--- config.mk ---
export PLATFORM = sky130hd
export DESIGN_NAME = modbus_read_holding_responder_flat
export DESIGN_NICKNAME = d
export VERILOG_FILES = /design/src/rtl/core/mbrh_pkg.sv /design/src/rtl/core/mbrh_in_if.sv /design/src/rtl/core/mbrh_out_if.sv /design/src/rtl/core/mbrh_ram.sv /design/src/rtl/core/mbrh_store.sv /design/src/rtl/core/mbrh_seq.sv /design/src/rtl/core/mbrh_dp.sv /design/src/rtl/core/modbus_read_holding_responder.sv /design/src/flat_wrapper.sv
export SDC_FILE = /design/constraint.sdc
export NUM_CORES = 1
export LEC_CHECK = 0
export ABC_AREA = 0
export BUFFER_PORTS_ARGS = -buffer_cell sky130_fd_sc_hd__buf_2
export CAP_MARGIN = 5
export CORE_MARGIN = 2
export CORE_UTILIZATION = 50
export CTS_CLUSTER_SIZE = 12
export DETAILED_ROUTE_END_ITERATION = 10
export GPL_TIMING_DRIVEN = 1
export HOLD_SLACK_MARGIN = 0.06
export PLACE_DENSITY = 0.65
export SYNTH_ARGS = -nofsm -noshare
export SYNTH_HDL_FRONTEND = slang
export SYNTH_HIERARCHICAL = 1
export SYNTH_SLANG_ARGS = --single-unit
--- constraint.sdc ---
create_clock -name clk -period 8.4 [get_ports clk]
set_input_delay 0 -clock clk [delete_from_list [all_inputs] [get_ports clk]]
set_output_delay 0 -clock clk [all_outputs]
set_load 0.005 [all_outputs]
--- src/rtl/core/mbrh_pkg.sv ---
`timescale 1ns / 1ps
// ----------------------------------------------------------------------------
// Read holding registers responder: shared definitions
// Constants, microcode control word, CRC step and the microprogram table.
// ----------------------------------------------------------------------------
package mbrh_pkg;

  localparam logic [6:0]  MAX_COUNT   = 7'd125;
  localparam logic [7:0]  EXC_BIT     = 8'h80;
  localparam logic [7:0]  EXC_ADDRESS = 8'd2;
  localparam logic [7:0]  EXC_VALUE   = 8'd3;
  localparam logic [15:0] CRC_INIT    = 16'hFFFF;
  localparam logic [15:0] CRC_POLY    = 16'hA001;

  localparam logic [1:0] PART_HDR  = 2'd0;
  localparam logic [1:0] PART_DATA = 2'd1;
  localparam logic [1:0] PART_CRC  = 2'd2;

  localparam logic CFG_IDX_SLAVE_ADDR = 1'b0;

  localparam logic [2:0] CRC_NONE = 3'd0;
  localparam logic [2:0] CRC_H0   = 3'd1;
  localparam logic [2:0] CRC_H1   = 3'd2;
  localparam logic [2:0] CRC_H2   = 3'd3;
  localparam logic [2:0] CRC_DHI  = 3'd4;
  localparam logic [2:0] CRC_DLO  = 3'd5;

  localparam logic [1:0] EMIT_NONE = 2'd0;
  localparam logic [1:0] EMIT_HDR  = 2'd1;
  localparam logic [1:0] EMIT_DATA = 2'd2;
  localparam logic [1:0] EMIT_CRC  = 2'd3;

  localparam logic [2:0] COND_NEVER  = 3'd0;
  localparam logic [2:0] COND_ALWAYS = 3'd1;
  localparam logic [2:0] COND_NO_REQ = 3'd2;
  localparam logic [2:0] COND_EXC    = 3'd3;
  localparam logic [2:0] COND_MORE   = 3'd4;

  localparam int STEP_W = 4;

  localparam logic [STEP_W-1:0] STEP_IDLE  = 4'd0;
  localparam logic [STEP_W-1:0] STEP_SETUP = 4'd1;
  localparam logic [STEP_W-1:0] STEP_CRC0  = 4'd2;
  localparam logic [STEP_W-1:0] STEP_CRC1  = 4'd3;
  localparam logic [STEP_W-1:0] STEP_CRC2  = 4'd4;
  localparam logic [STEP_W-1:0] STEP_HDR   = 4'd5;
  localparam logic [STEP_W-1:0] STEP_FETCH = 4'd6;
  localparam logic [STEP_W-1:0] STEP_DATA  = 4'd7;
  localparam logic [STEP_W-1:0] STEP_TRAIL = 4'd8;

  typedef struct packed {
    logic              wait_in;
    logic              setup;
    logic [2:0]        crc_sel;
    logic [1:0]        emit;
    logic              fetch;
    logic              dec;
    logic [2:0]        cond;
    logic [STEP_W-1:0] target;
  } ctl_word_t;

  typedef struct packed {
    logic in_req;
    logic exc;
    logic more;
    logic space;
  } status_t;

  function automatic logic [15:0] crc_byte(input logic [15:0] crc, input logic [7:0] b);
    logic [15:0] c;
    c = crc ^ {8'h00, b};
    for (int k = 0; k < 8; k++) begin
      if (c[0]) begin
        c = (c >> 1) ^ CRC_POLY;
      end else begin
        c = c >> 1;
      end
    end
    return c;
  endfunction

  function automatic ctl_word_t ucode(input logic [STEP_W-1:0] step);
    ctl_word_t w;
    w = '0;
    case (step)
      STEP_IDLE: begin
        w.wait_in = 1'b1;
        w.cond    = COND_NO_REQ;
        w.target  = STEP_IDLE;
      end
      STEP_SETUP: begin
        w.setup = 1'b1;
      end
      STEP_CRC0: begin
        w.crc_sel = CRC_H0;
      end
      STEP_CRC1: begin
        w.crc_sel = CRC_H1;
      end
      STEP_CRC2: begin
        w.crc_sel = CRC_H2;
      end
      STEP_HDR: begin
        w.emit   = EMIT_HDR;
        w.cond   = COND_EXC;
        w.target = STEP_TRAIL;
      end
      STEP_FETCH: begin
        w.crc_sel = CRC_DHI;
        w.fetch   = 1'b1;
      end
      STEP_DATA: begin
        w.crc_sel = CRC_DLO;
        w.emit    = EMIT_DATA;
        w.dec     = 1'b1;
        w.cond    = COND_MORE;
        w.target  = STEP_FETCH;
      end
      STEP_TRAIL: begin
        w.emit   = EMIT_CRC;
        w.cond   = COND_ALWAYS;
        w.target = STEP_IDLE;
      end
      default: begin
        w.cond   = COND_ALWAYS;
        w.target = STEP_IDLE;
      end
    endcase
    return w;
  endfunction

endpackage

--- src/rtl/core/mbrh_in_if.sv ---
`timescale 1ns / 1ps
// ----------------------------------------------------------------------------
// Request channel
// Valid/ready channel carrying one load or read request word.
// ----------------------------------------------------------------------------
interface mbrh_in_if;
  logic        valid;
  logic        ready;
  logic        req_type;
  logic [7:0]  request_id;
  logic [7:0]  func_code;
  logic [15:0] start_address;
  logic [15:0] register_count;
  logic [5:0]  load_index;
  logic [15:0] load_value;

  modport source (
    output valid, req_type, request_id, func_code, start_address,
           register_count, load_index, load_value,
    input  ready
  );

  modport sink (
    input  valid, req_type, request_id, func_code, start_address,
           register_count, load_index, load_value,
    output ready
  );
endinterface

--- src/rtl/core/mbrh_out_if.sv ---
`timescale 1ns / 1ps
// ----------------------------------------------------------------------------
// Response channel
// Valid/ready channel carrying one frame part word.
// ----------------------------------------------------------------------------
interface mbrh_out_if;
  logic       valid;
  logic       ready;
  logic [1:0] frame_part;
  logic [7:0] byte_a;
  logic [7:0] byte_b;
  logic [7:0] byte_c;
  logic       last;

  modport source (
    output valid, frame_part, byte_a, byte_b, byte_c, last,
    input  ready
  );

  modport sink (
    input  valid, frame_part, byte_a, byte_b, byte_c, last,
    output ready
  );
endinterface

--- src/rtl/core/mbrh_ram.sv ---
`timescale 1ns / 1ps
// ----------------------------------------------------------------------------
// Generic RAM
// Single write port, single read port with registered read data.
// ----------------------------------------------------------------------------
module mbrh_ram #(
  parameter int WIDTH = 16,
  parameter int DEPTH = 50,
  localparam int AW = (DEPTH > 1) ? $clog2(DEPTH) : 1
) (
  input  logic             clk,
  input  logic             we,
  input  logic [AW-1:0]    waddr,
  input  logic [WIDTH-1:0] wdata,
  input  logic             re,
  input  logic [AW-1:0]    raddr,
  output logic [WIDTH-1:0] rdata
);

  logic [WIDTH-1:0] mem [DEPTH];

  always_ff @(posedge clk) begin
    if (we) begin
      mem[waddr] <= wdata;
    end
    if (re) begin
      rdata <= mem[raddr];
    end
  end

endmodule

--- src/rtl/core/mbrh_store.sv ---
`timescale 1ns / 1ps
// ----------------------------------------------------------------------------
// Holding register store
// RAM plus per-entry valid bits so that unwritten registers read as zero.
// ----------------------------------------------------------------------------
module mbrh_store #(
  parameter int REG_DEPTH = 50,
  localparam int AW = (REG_DEPTH > 1) ? $clog2(REG_DEPTH) : 1
) (
  input  logic          clk,
  input  logic          rst_n,
  input  logic          we,
  input  logic [AW-1:0] waddr,
  input  logic [15:0]   wdata,
  input  logic [AW-1:0] raddr,
  output logic [15:0]   rdata
);

  logic [REG_DEPTH-1:0] valid_r;
  logic                 hit_r;
  logic [15:0]          q;
  logic                 in_range;

  mbrh_ram #(.WIDTH(16), .DEPTH(REG_DEPTH)) u_ram (
    .clk   (clk),
    .we    (we),
    .waddr (waddr),
    .wdata (wdata),
    .re    (in_range),
    .raddr (raddr),
    .rdata (q)
  );

  assign in_range = ({1'b0, raddr} < (AW + 1)'(REG_DEPTH));

  always_ff @(posedge clk) begin
    if (!rst_n) begin
      valid_r <= '0;
      hit_r   <= 1'b0;
    end else begin
      if (we) begin
        valid_r[waddr] <= 1'b1;
      end
      hit_r <= in_range && valid_r[raddr];
    end
  end

  assign rdata = hit_r ? q : 16'h0000;

endmodule

--- src/rtl/core/mbrh_seq.sv ---
`timescale 1ns / 1ps
// ----------------------------------------------------------------------------
// Microcode sequencer
// Step counter over the microprogram with conditional jumps and output stall.
// ----------------------------------------------------------------------------
module mbrh_seq
  import mbrh_pkg::*;
(
  input  logic      clk,
  input  logic      rst_n,
  input  status_t   status,
  output ctl_word_t ctl,
  output logic      ready
);

  logic [STEP_W-1:0] step_r;
  logic [STEP_W-1:0] step_nxt;
  ctl_word_t         word;
  logic              stall;
  logic              take;

  assign word  = ucode(step_r);
  assign stall = (word.emit != EMIT_NONE) && !status.space;
  assign ready = word.wait_in;

  always_comb begin
    case (word.cond)
      COND_NEVER:  take = 1'b0;
      COND_ALWAYS: take = 1'b1;
      COND_NO_REQ: take = !status.in_req;
      COND_EXC:    take = status.exc;
      COND_MORE:   take = status.more;
      default:     take = 1'b0;
    endcase
  end

  always_comb begin
    if (stall) begin
      step_nxt = step_r;
    end else if (take) begin
      step_nxt = word.target;
    end else begin
      step_nxt = step_r + 1'b1;
    end
  end

  assign ctl = stall ? '0 : word;

  always_ff @(posedge clk) begin
    if (!rst_n) begin
      step_r <= STEP_IDLE;
    end else begin
      step_r <= step_nxt;
    end
  end

endmodule

--- src/rtl/core/mbrh_dp.sv ---
`timescale 1ns / 1ps
// ----------------------------------------------------------------------------
// Response datapath
// Request checks, header bytes, CRC unit, address walk and output register.
// ----------------------------------------------------------------------------
module mbrh_dp
  import mbrh_pkg::*;
#(
  parameter int REG_DEPTH = 50,
  localparam int AW = (REG_DEPTH > 1) ? $clog2(REG_DEPTH) : 1
) (
  input  logic              clk,
  input  logic              rst_n,
  input  ctl_word_t         ctl,
  input  logic              accept,
  input  logic [7:0]        request_id,
  input  logic [7:0]        func_code,
  input  logic [15:0]       start_address,
  input  logic [15:0]       register_count,
  input  logic [7:0]        slave_address,
  input  logic [15:0]       rd_data,
  output logic [AW-1:0]     rd_addr,
  output status_t           status,
  mbrh_out_if.source        out_ch
);

  logic [7:0]    id_r;
  logic [7:0]    fc_r;
  logic [15:0]   start_r;
  logic [15:0]   count_r;
  logic [7:0]    hdr_a_r;
  logic [7:0]    hdr_b_r;
  logic [7:0]    hdr_c_r;
  logic          exc_r;
  logic [15:0]   crc_r;
  logic [15:0]   d_r;
  logic [AW-1:0] addr_r;
  logic [6:0]    cnt_r;
  logic          out_valid_r;
  logic [1:0]    out_part_r;
  logic [7:0]    out_a_r;
  logic [7:0]    out_b_r;
  logic [7:0]    out_c_r;
  logic          out_last_r;
  logic          cnt_bad;
  logic          adr_bad;
  logic [7:0]    crc_in;

  assign cnt_bad = (count_r == 16'd0) || (count_r > {9'd0, MAX_COUNT});
  assign adr_bad = ({1'b0, start_r} + {1'b0, count_r}) > 17'(REG_DEPTH);

  always_comb begin
    case (ctl.crc_sel)
      CRC_H0:  crc_in = hdr_a_r;
      CRC_H1:  crc_in = hdr_b_r;
      CRC_H2:  crc_in = hdr_c_r;
      CRC_DHI: crc_in = rd_data[15:8];
      CRC_DLO: crc_in = d_r[7:0];
      default: crc_in = 8'h00;
    endcase
  end

  always_ff @(posedge clk) begin
    if (accept) begin
      id_r    <= request_id;
      fc_r    <= func_code;
      start_r <= start_address;
      count_r <= register_count;
    end
    if (ctl.setup) begin
      if (cnt_bad || adr_bad) begin
        hdr_a_r <= id_r;
        hdr_b_r <= fc_r | EXC_BIT;
        hdr_c_r <= cnt_bad ? EXC_VALUE : EXC_ADDRESS;
      end else begin
        hdr_a_r <= slave_address;
        hdr_b_r <= fc_r;
        hdr_c_r <= {count_r[6:0], 1'b0};
      end
      addr_r <= start_r[AW-1:0];
      cnt_r  <= count_r[6:0];
    end
    if (ctl.setup) begin
      crc_r <= CRC_INIT;
    end else if (ctl.crc_sel != CRC_NONE) begin
      crc_r <= crc_byte(crc_r, crc_in);
    end
    if (ctl.fetch) begin
      d_r    <= rd_data;
      addr_r <= addr_r + 1'b1;
    end
    if (ctl.dec) begin
      cnt_r <= cnt_r - 1'b1;
    end
    case (ctl.emit)
      EMIT_HDR: begin
        out_part_r <= PART_HDR;
        out_a_r    <= hdr_a_r;
        out_b_r    <= hdr_b_r;
        out_c_r    <= hdr_c_r;
        out_last_r <= 1'b0;
      end
      EMIT_DATA: begin
        out_part_r <= PART_DATA;
        out_a_r    <= d_r[15:8];
        out_b_r    <= d_r[7:0];
        out_c_r    <= 8'h00;
        out_last_r <= 1'b0;
      end
      EMIT_CRC: begin
        out_part_r <= PART_CRC;
        out_a_r    <= crc_r[7:0];
        out_b_r    <= crc_r[15:8];
        out_c_r    <= 8'h00;
        out_last_r <= 1'b1;
      end
      default: begin
      end
    endcase
  end

  always_ff @(posedge clk) begin
    if (!rst_n) begin
      exc_r       <= 1'b0;
      out_valid_r <= 1'b0;
    end else begin
      if (ctl.setup) begin
        exc_r <= cnt_bad || adr_bad;
      end
      if (ctl.emit != EMIT_NONE) begin
        out_valid_r <= 1'b1;
      end else if (out_ch.ready) begin
        out_valid_r <= 1'b0;
      end
    end
  end

  assign rd_addr = addr_r;

  assign status.in_req = 1'b0;
  assign status.exc    = exc_r;
  assign status.more   = (cnt_r != 7'd1);
  assign status.space  = !out_valid_r || out_ch.ready;

  assign out_ch.valid      = out_valid_r;
  assign out_ch.frame_part = out_part_r;
  assign out_ch.byte_a     = out_a_r;
  assign out_ch.byte_b     = out_b_r;
  assign out_ch.byte_c     = out_c_r;
  assign out_ch.last       = out_last_r;

endmodule

--- src/rtl/core/modbus_read_holding_responder.sv ---
`timescale 1ns / 1ps
// ----------------------------------------------------------------------------
// Modbus read holding registers responder
// While idle a load word is taken every cycle and writes its register at once.
// A read request runs the setup and CRC0 to CRC2 steps, then emits its header
// word; each register takes a fetch and a data step, the latter emitting its data
// word, as the CRC unit takes one byte a cycle while the output does not stall;
// the trailer then emits the CRC word and the next request is taken; an exception
// skips to the trailer. Reset clears all registers and sets the address to 1.
// ----------------------------------------------------------------------------
module modbus_read_holding_responder
  import mbrh_pkg::*;
#(
  parameter int REG_DEPTH = 50
) (
  input  logic        clk,
  input  logic        rst_n,
  mbrh_in_if.sink     in_ch,
  mbrh_out_if.source  out_ch,
  input  logic        cfg_psel,
  input  logic        cfg_penable,
  input  logic        cfg_pwrite,
  input  logic [2:0]  cfg_paddr,
  input  logic [31:0] cfg_pwdata,
  output logic [31:0] cfg_prdata,
  output logic        cfg_pready
);

  localparam int AW = (REG_DEPTH > 1) ? $clog2(REG_DEPTH) : 1;

  logic [7:0]    slave_address_r;
  logic          cfg_write;
  ctl_word_t     ctl;
  status_t       dp_status;
  status_t       status;
  logic          ready;
  logic          accept;
  logic          load_we;
  logic [15:0]   rd_data;
  logic [AW-1:0] rd_addr;

  assign cfg_pready = 1'b1;
  assign cfg_write  = cfg_psel && cfg_penable && cfg_pwrite;
  assign cfg_prdata = (cfg_paddr[2] == CFG_IDX_SLAVE_ADDR) ? {24'd0, slave_address_r} : 32'd0;

  always_ff @(posedge clk) begin
    if (!rst_n) begin
      slave_address_r <= 8'd1;
    end else if (cfg_write && (cfg_paddr[2] == CFG_IDX_SLAVE_ADDR)) begin
      slave_address_r <= cfg_pwdata[7:0];
    end
  end

  assign in_ch.ready = ready;
  assign accept      = in_ch.valid && ready;
  assign load_we     = accept && !in_ch.req_type &&
                       ({1'b0, in_ch.load_index} < 7'(REG_DEPTH));

  assign status.in_req = in_ch.valid && in_ch.req_type;
  assign status.exc    = dp_status.exc;
  assign status.more   = dp_status.more;
  assign status.space  = dp_status.space;

  mbrh_seq u_seq (
    .clk    (clk),
    .rst_n  (rst_n),
    .status (status),
    .ctl    (ctl),
    .ready  (ready)
  );

  mbrh_store #(.REG_DEPTH(REG_DEPTH)) u_store (
    .clk   (clk),
    .rst_n (rst_n),
    .we    (load_we),
    .waddr (in_ch.load_index[AW-1:0]),
    .wdata (in_ch.load_value),
    .raddr (rd_addr),
    .rdata (rd_data)
  );

  mbrh_dp #(.REG_DEPTH(REG_DEPTH)) u_dp (
    .clk            (clk),
    .rst_n          (rst_n),
    .ctl            (ctl),
    .accept         (accept),
    .request_id     (in_ch.request_id),
    .func_code      (in_ch.func_code),
    .start_address  (in_ch.start_address),
    .register_count (in_ch.register_count),
    .slave_address  (slave_address_r),
    .rd_data        (rd_data),
    .rd_addr        (rd_addr),
    .status         (dp_status),
    .out_ch         (out_ch)
  );

endmodule
--- src/flat_wrapper.sv ---
// flat-port wrapper written by rule: the top's interface ports become plain ports
module modbus_read_holding_responder_flat import mbrh_pkg::*;
#(
  parameter int REG_DEPTH = 50
)
  (clk, rst_n, cfg_psel, cfg_penable, cfg_pwrite, cfg_paddr, cfg_pwdata, cfg_prdata, cfg_pready, in_ch_valid, in_ch_req_type, in_ch_request_id, in_ch_func_code, in_ch_start_address, in_ch_register_count, in_ch_load_index, in_ch_load_value, in_ch_ready, out_ch_valid, out_ch_frame_part, out_ch_byte_a, out_ch_byte_b, out_ch_byte_c, out_ch_last, out_ch_ready);
  mbrh_in_if in_ch_i ();
  mbrh_out_if out_ch_i ();
  input  logic clk;
  input  logic rst_n;
  input  logic cfg_psel;
  input  logic cfg_penable;
  input  logic cfg_pwrite;
  input  logic [2:0] cfg_paddr;
  input  logic [31:0] cfg_pwdata;
  output logic [31:0] cfg_prdata;
  output logic cfg_pready;
  input wire logic [$bits(in_ch_i.valid)-1:0] in_ch_valid;
  input wire logic [$bits(in_ch_i.req_type)-1:0] in_ch_req_type;
  input wire logic [$bits(in_ch_i.request_id)-1:0] in_ch_request_id;
  input wire logic [$bits(in_ch_i.func_code)-1:0] in_ch_func_code;
  input wire logic [$bits(in_ch_i.start_address)-1:0] in_ch_start_address;
  input wire logic [$bits(in_ch_i.register_count)-1:0] in_ch_register_count;
  input wire logic [$bits(in_ch_i.load_index)-1:0] in_ch_load_index;
  input wire logic [$bits(in_ch_i.load_value)-1:0] in_ch_load_value;
  output wire logic [$bits(in_ch_i.ready)-1:0] in_ch_ready;
  output wire logic [$bits(out_ch_i.valid)-1:0] out_ch_valid;
  output wire logic [$bits(out_ch_i.frame_part)-1:0] out_ch_frame_part;
  output wire logic [$bits(out_ch_i.byte_a)-1:0] out_ch_byte_a;
  output wire logic [$bits(out_ch_i.byte_b)-1:0] out_ch_byte_b;
  output wire logic [$bits(out_ch_i.byte_c)-1:0] out_ch_byte_c;
  output wire logic [$bits(out_ch_i.last)-1:0] out_ch_last;
  input wire logic [$bits(out_ch_i.ready)-1:0] out_ch_ready;
  assign in_ch_i.valid = in_ch_valid;
  assign in_ch_i.req_type = in_ch_req_type;
  assign in_ch_i.request_id = in_ch_request_id;
  assign in_ch_i.func_code = in_ch_func_code;
  assign in_ch_i.start_address = in_ch_start_address;
  assign in_ch_i.register_count = in_ch_register_count;
  assign in_ch_i.load_index = in_ch_load_index;
  assign in_ch_i.load_value = in_ch_load_value;
  assign in_ch_ready = in_ch_i.ready;
  assign out_ch_valid = out_ch_i.valid;
  assign out_ch_frame_part = out_ch_i.frame_part;
  assign out_ch_byte_a = out_ch_i.byte_a;
  assign out_ch_byte_b = out_ch_i.byte_b;
  assign out_ch_byte_c = out_ch_i.byte_c;
  assign out_ch_last = out_ch_i.last;
  assign out_ch_i.ready = out_ch_ready;
  modbus_read_holding_responder #(.REG_DEPTH(REG_DEPTH)) u_core (.clk(clk), .rst_n(rst_n), .in_ch(in_ch_i), .out_ch(out_ch_i), .cfg_psel(cfg_psel), .cfg_penable(cfg_penable), .cfg_pwrite(cfg_pwrite), .cfg_paddr(cfg_paddr), .cfg_pwdata(cfg_pwdata), .cfg_prdata(cfg_prdata), .cfg_pready(cfg_pready));
endmodule
======== Word-level counts from Yosys, hierarchy flattened ========
Memory sizes are Yosys's and may differ from the RTL's. A register that Yosys moved wholly into a read port is not among the register bits.
Cells that the tools add are included.
operators by class
  bitwise logic cells ..................... 11
  mux-type cells .......................... 55
  reductions and logical operators ........ 31
  $lt $le $gt $ge ......................... 7
  add/subtract/negate cells ............... 4
  eq/ne operators ......................... 21
operators with widths
  operator                                             count
  two-way mux 16 bit                                   23
  bitwise OR 50 bit                                    1
  one-hot mux 8 bit (3 select lines)                   2
  one-hot mux 8 bit (5 select lines)                   1
  one-hot mux 7 bit (4 select lines)                   1
  two-way mux 8 bit                                    3
  NOT 2 -> 3 bit                                       8
  adder 16 x 16 -> 17 bit                              1
  > comparator 17 x 6 -> 1 bit, second input constant  1
  == test 4 x 3 -> 1 bit, second input constant        4
  > comparator 16 x 7 -> 1 bit, second input constant  1
  logical NOT 16 bit                                   1
  one-hot mux 8 bit (2 select lines)                   1
  bitwise XOR 16 x 8 -> 16 bit                         1
  two-way mux 15 bit                                   1
  one-hot mux 3 bit (5 select lines)                   1
  < comparator 6 x 7 -> 1 bit, second input constant   2
  two-way mux 7 bit                                    2
  nonzero test 2 bit                                   7
  == test 3 x 2 -> 1 bit, second input constant        4
  < comparator 6 bit, second input constant            2
  two-way mux 6 bit                                    2
  one-hot mux 2 bit (3 select lines)                   2
  two-way mux 1 bit                                    11
  other kinds (25)                                     46
storage, ports and cells
  logic and storage cells ................. 155
  output and inout port bits .............. 62
  memories kept ........................... 1
  input bits .............................. 113
  bits in writable memories ............... 800
  flip-flop bits (word level) ............. 209
memories
  memory                    depth  bits a word  rd ports  clocked after Yosys merged registers in  wr ports  RTL line        RTL
  u_core.u_store.u_ram.mem  50     16           1         1                                        1         mbrh_ram.sv:20  logic [WIDTH-1:0] mem [DEPTH];

======== Logic depth before layout (Yosys ltp) ========
  depth after elaboration ................. 38
  mapped depth ............................ 17
  mapped depth without buffers ............ 14

======== Cells and area by module ========
The synthesis kept the hierarchy.
by module, submodules not included
  module                         times used  cells each  seq. area each (um2)  area each (um2)
  mbrh_ram                       1           1,650       24,503.5              31,854.3
  mbrh_dp                        1           536         4,174.0               6,866.6
  mbrh_store                     1           250         1,021.0               2,414.8
  modbus_read_holding_responder  1           74          160.2                 625.6
  mbrh_seq                       1           74          80.1                  579.3

======== Least setup slack after synthesis ========
No wires, ideal clock.
  path type ............................... flip-flop to flip-flop
  start ................................... register u_core.u_seq.step_r[0]
  end ..................................... memory u_core.u_store.u_ram.mem[32][0] (enable)
  setup slack ............................. 3,649 ps
  period minus slack after synthesis ...... 4,751 ps
  arrival time ............................ 4,342 ps
  library setup time ...................... 409 ps
  cell stages (with the launch flop) ...... 10
  required time ........................... 7,991 ps
  cells stage by stage .................... dfxtp_1 > inv_1 > ha_1 > nand2b_1 > nor2_1 > and2_1 > nor3b_1 > nor4bb_1 > nand2b_1 > nor3_1
on the way
  cells in the longest elaborated chain, start to end .. 7
RTL lines
  item                                     RTL line                             RTL
  start: declaration                       mbrh_seq.sv:16                       logic [STEP_W-1:0] step_r;
  start signal: assignment                 mbrh_seq.sv:53                       step_r <= step_nxt;
  logical NOT 4 bit                        mbrh_pkg.sv:85                       case (step)
  two-way mux 1 bit                        mbrh_pkg.sv:85
  via in_ch_ready                          flat_wrapper.sv:26                   output wire logic [$bits(in_ch_i.ready)-1:0] in_ch_ready;
  logical AND 1 bit                        modbus_read_holding_responder.sv:55  assign accept = in_ch.valid && ready;
  via u_core.accept                        modbus_read_holding_responder.sv:37  logic accept;
  logical AND 1 bit (2 in series)          modbus_read_holding_responder.sv:56  assign load_we = accept && !in_ch.req_type &&
  via u_core.load_we                       modbus_read_holding_responder.sv:38  logic load_we;
  two-way mux 1 bit                        mbrh_ram.sv:23                       if (we) begin
  two-way mux 1 bit (not written as such)  mbrh_ram.sv:24                       mem[waddr] <= wdata;
  end: declaration                         mbrh_ram.sv:20
The timed path passes the listed nets, and every way through them passes these cells.

======== Final worst setup path ========
  start ................................... register u_core.u_seq.step_r[0]
  end ..................................... memory u_core.u_store.u_ram.mem[19][15] (enable)
on the way
  cells in the longest elaborated chain, start to end .. 7
RTL lines
  item                                     RTL line
  logical NOT 4 bit                        mbrh_pkg.sv:85
  two-way mux 1 bit                        mbrh_pkg.sv:85
  logical AND 1 bit                        modbus_read_holding_responder.sv:55
  via u_core.accept                        modbus_read_holding_responder.sv:37
  logical AND 1 bit (2 in series)          modbus_read_holding_responder.sv:56
  via u_core.load_we                       modbus_read_holding_responder.sv:38
  two-way mux 1 bit                        mbrh_ram.sv:23
  two-way mux 1 bit (not written as such)  mbrh_ram.sv:24
The timed path passes the listed nets, and every way through them passes these cells.

==> insert_results.sql <==
INSERT INTO impl_metrics (metric_group, metric, value, unit) VALUES
('run_status', 'status', 'complete, no violations', ''),
('routing', 'final_antenna_net_count', '0', ''),
('cts', 'clkLatencyLatePin', '670', 'ps'),
('timing', 'worst-slew-pin-transition', '1304', 'ps'),
('layout', 'flow.area_growth_from_synthesis', '14.45', '%'),
('placed_design', 'placement.io_buffers', '123', ''),
('global_routing', 'grt_pass1_wl', '150600', 'µm'),
('timing', 'fin_crit', '4303', 'ps'),
('timing', 'finalCritPeriodShare', '51.22', '%'),
('critical_path', 'worst_ep_arrival_time', '4570', 'ps'),
('layout', 'postLayoutCoreUtil', '57.80', '%'),
('routing', 'detail_route.first_pass.iterations', '7', ''),
('placed_design', 'dp_worst_setup_slack', '4170', 'ps'),
('global_routing', 'grt_max_degree', '126', ''),
('yosys', 'synthesized_area_per_cell', '16.44', 'µm²'),
('timing', 'rsz0062_at_grt', 'false', ''),
('critical_path', 'critPathBufInv', '3', ''),
('die', 'vertical_die_dimension', '294.8', 'µm'),
('critical_path', 'critPathLaunchType', 'flop', ''),
('layout', 'multi_input_comb_area', '11370', 'µm²'),
('timing', 'fmaxAchievable', '0.2324', 'GHz'),
('critical_path', 'critical_path_class', 'flop to flop', ''),
('flow_run', 'cap_violations', '0', ''),
('layout', 'layout.nets', '2985', ''),
('layout', 'layout.area.seq', '29940', 'µm²'),
('routing', 'drt_iter0_markers', '2089', ''),
('yosys', 'synth_area', '42270', 'µm²'),
('cts', 'root_buffer', 'sky130_fd_sc_hd__clkbuf_16', ''),
('min_path', 'min_delay_worst_type', 'primary input to flop', ''),
('die', 'num_io_pins', '175', ''),
('global_routing', 'initial_antenna_violation_count', '3', ''),
('critical_path', 'cp_data_required_time', '8670', 'ps'),
('timing', 'layout_setup_ws', '4097', 'ps'),
('critical_path', 'endpoint_kind_of_the_worst_setup_timing_path', 'flop', ''),
('yosys', 'yosys_warnings', '6', ''),
('cts', 'clkTransAtPathRegs', '60', 'ps'),
('timing', 'clock_skew', '17.84', 'ps'),
('routing', 'drt-vias-per-instance', '5.916', ''),
('routing', 'wl_per_cell', '25.17', 'µm'),
('layout', 'fill_cells', '6338', ''),
('critical_path', 'peak_per_stage_delay_on_the_critical_path', '880', 'ps'),
('power', 'max-vdd-ir-drop', '0.1838', 'mV'),
('routing', 'detailroute.via_count', '23980', ''),
('critical_path', 'path_max_fanout', '49', ''),
('cts', 'ctsHtreeMaxLevel', '3', ''),
('critical_path', 'critical_path.slowest_cell', 'sky130_fd_sc_hd__nor2_2', ''),
('placed_design', 'postPlaceCellArea', '43960', 'µm²'),
('placed_design', 'dpl.hpwl', '60520', 'µm'),
('die', 'die_w', '294.8', 'µm'),
('layout', 'stdcell_area', '48380', 'µm²'),
('layout', 'mostFrequentLayoutCells', 'sky130_fd_sc_hd__edfxtp_1 (943), sky130_fd_sc_hd__mux2i_1 (339), sky130_fd_sc_hd__dlygate4sd3_1 (127), sky130_fd_sc_hd__nor2_1 (125), sky130_fd_sc_hd__buf_2 (123)', ''),
('power', 'cellPowerDensity', '227.8', 'nW/µm²'),
('layout', 'layout_commonest_cell', 'sky130_fd_sc_hd__edfxtp_1', ''),
('placed_design', 'place.gp.congestion', '0.8855', ''),
('critical_path', 'path_cells', 'inv_1 > ha_1 > nand2b_1 > nor2_1 > and2_2 > buf_4 > nor3b_2 > buf_4 > nor4bb_1 > nand2_1 > nor2_2', ''),
('die', 'start_util', '50.51', '%'),
('timing', 'timing_max_transition_violations_final', '0', ''),
('timing', 'finalHoldViolCount', '0', ''),
('global_routing', 'gr-total-overflow', '0', ''),
('die', 'core', '83690', 'µm²'),
('power', 'p_leak', '0.01669', 'µW'),
('timing', 'fin_tns_setup', '0', 'ps'),
('cts', 'tritoncts.num_buffers', '104', ''),
('global_routing', 'track_usage', '23.49', '%'),
('routing', 'drc', '0', ''),
('routing', 'wirelength', '102000', 'µm'),
('critical_path', 'worstRegToRegCells', '11', ''),
('critical_path', 'crit_family', 'simple AND/OR/NAND/NOR gates', ''),
('cts', 'cts_sinks', '1024', ''),
('cts', 'cts_resized', '0', ''),
('layout', 'ratio_of_cells_with_drive_above_1_in_the_final_layout', '16.28', '%'),
('yosys', 'netlist_instances', '2571', ''),
('cts', 'clockBufferDepth', '3', ''),
('die', 'floorplan.rows', '106', ''),
('die', 'die_area', '86880', 'µm²'),
('timing', 'finalSetupViolCount', '0', ''),
('critical_path', 'critPathMostFrequentCell', 'sky130_fd_sc_hd__buf_4', ''),
('global_routing', 'vias_in_the_first_global_route', '23990', ''),
('timing', 'slew-limit-headroom', '12.97', '%'),
('cts', 'tritoncts', 'built', ''),
('min_path', 'worstHoldPathCells', '1', ''),
('critical_path', 'crit_cells', '11', '');
[path summary, 6_finish.rpt]
kind	from	end	slack [ps]
min	in_ch_load_value[6]	u_core/u_store/u_ram/mem[40][6]	80
min reg2reg	u_core/u_dp/fc_r[2]	u_core/u_dp/hdr_b_r[2]	420
max reg2reg	u_core/u_seq/step_r[0]	u_core/u_store/u_ram/mem[19][15]	4100
max	u_core/u_seq/step_r[0]	u_core/u_store/u_ram/mem[19][15]	4100
[through the flow]
step,hold slack [ps],std cells,power [µW]
6_report,75.26,4053,11020
5_1_grt,61.15,4052,11370
4_1_cts,60.25,4050,11090
3_5_place_dp,178.2,3749,6759
3_3_place_gp,179.5,3749,6738
2_1_floorplan,98.87,2594,6469
[where the power goes]
| part | leakage (µW) | internal (µW) | total (µW) | switching (µW) |
|---|---|---|---|---|
| Sequential | 0.00917 | 5670 | 5740 | 65.0 |
| Combinational | 0.00598 | 390 | 971 | 581 |
| Clock | 0.00154 | 2470 | 4310 | 1840 |
[per-layer routing]
metal	global-route usage, %	part of all wire, %
met5	0	0
met4	8.375	3.4
met3	4.034	6.8
met2	38.18	48
met1	32.03	42
[sequential cells by signal, summed over array words and instances, names as in the netlist, 2 cells and up]
name,flops
u_core/u_dp/crc_r,16
u_core/u_dp/out_ch.byte_c,8
u_core/u_dp/rd_addr,6
u_core/u_dp/count_r,16
u_core/u_seq/step_r,4
u_core/slave_address_r,8
u_core/u_dp/fc_r,8
u_core/u_dp/start_r,16
u_core/u_dp/d_r,16
u_core/u_dp/hdr_b_r,8
u_core/u_dp/out_ch.byte_b,8
u_core/u_dp/out_ch.byte_a,8
u_core/u_store/u_ram/mem,800
u_core/u_dp/hdr_c_r,8
u_core/u_dp/cnt_r,7
u_core/u_store/u_ram/rdata,16
u_core/u_store/valid_r,50
u_core/u_dp/hdr_a_r,8
u_core/u_dp/out_ch.frame_part,2
u_core/u_dp/id_r,8
[area by class of cell]
cell class / instances / share of cell area (%)
diodes: 2 / 0.01035
clock buffers: 145 / 5.876
clock inverters: 30 / 0.6156
inverters: 24 / 0.1862
multi-input cells: 1381 / 23.51
flip-flops and latches: 1024 / 61.89
well taps: 1134 / 2.933
repair buffers: 313 / 4.982
[what timing repair did]
item / in CTS / in global routing
setup buffers: 0 / 0
endpoints found under the hold margin: 213 / 1
hold buffers: 126 / 1
Power figures use the tool's default switching activity.
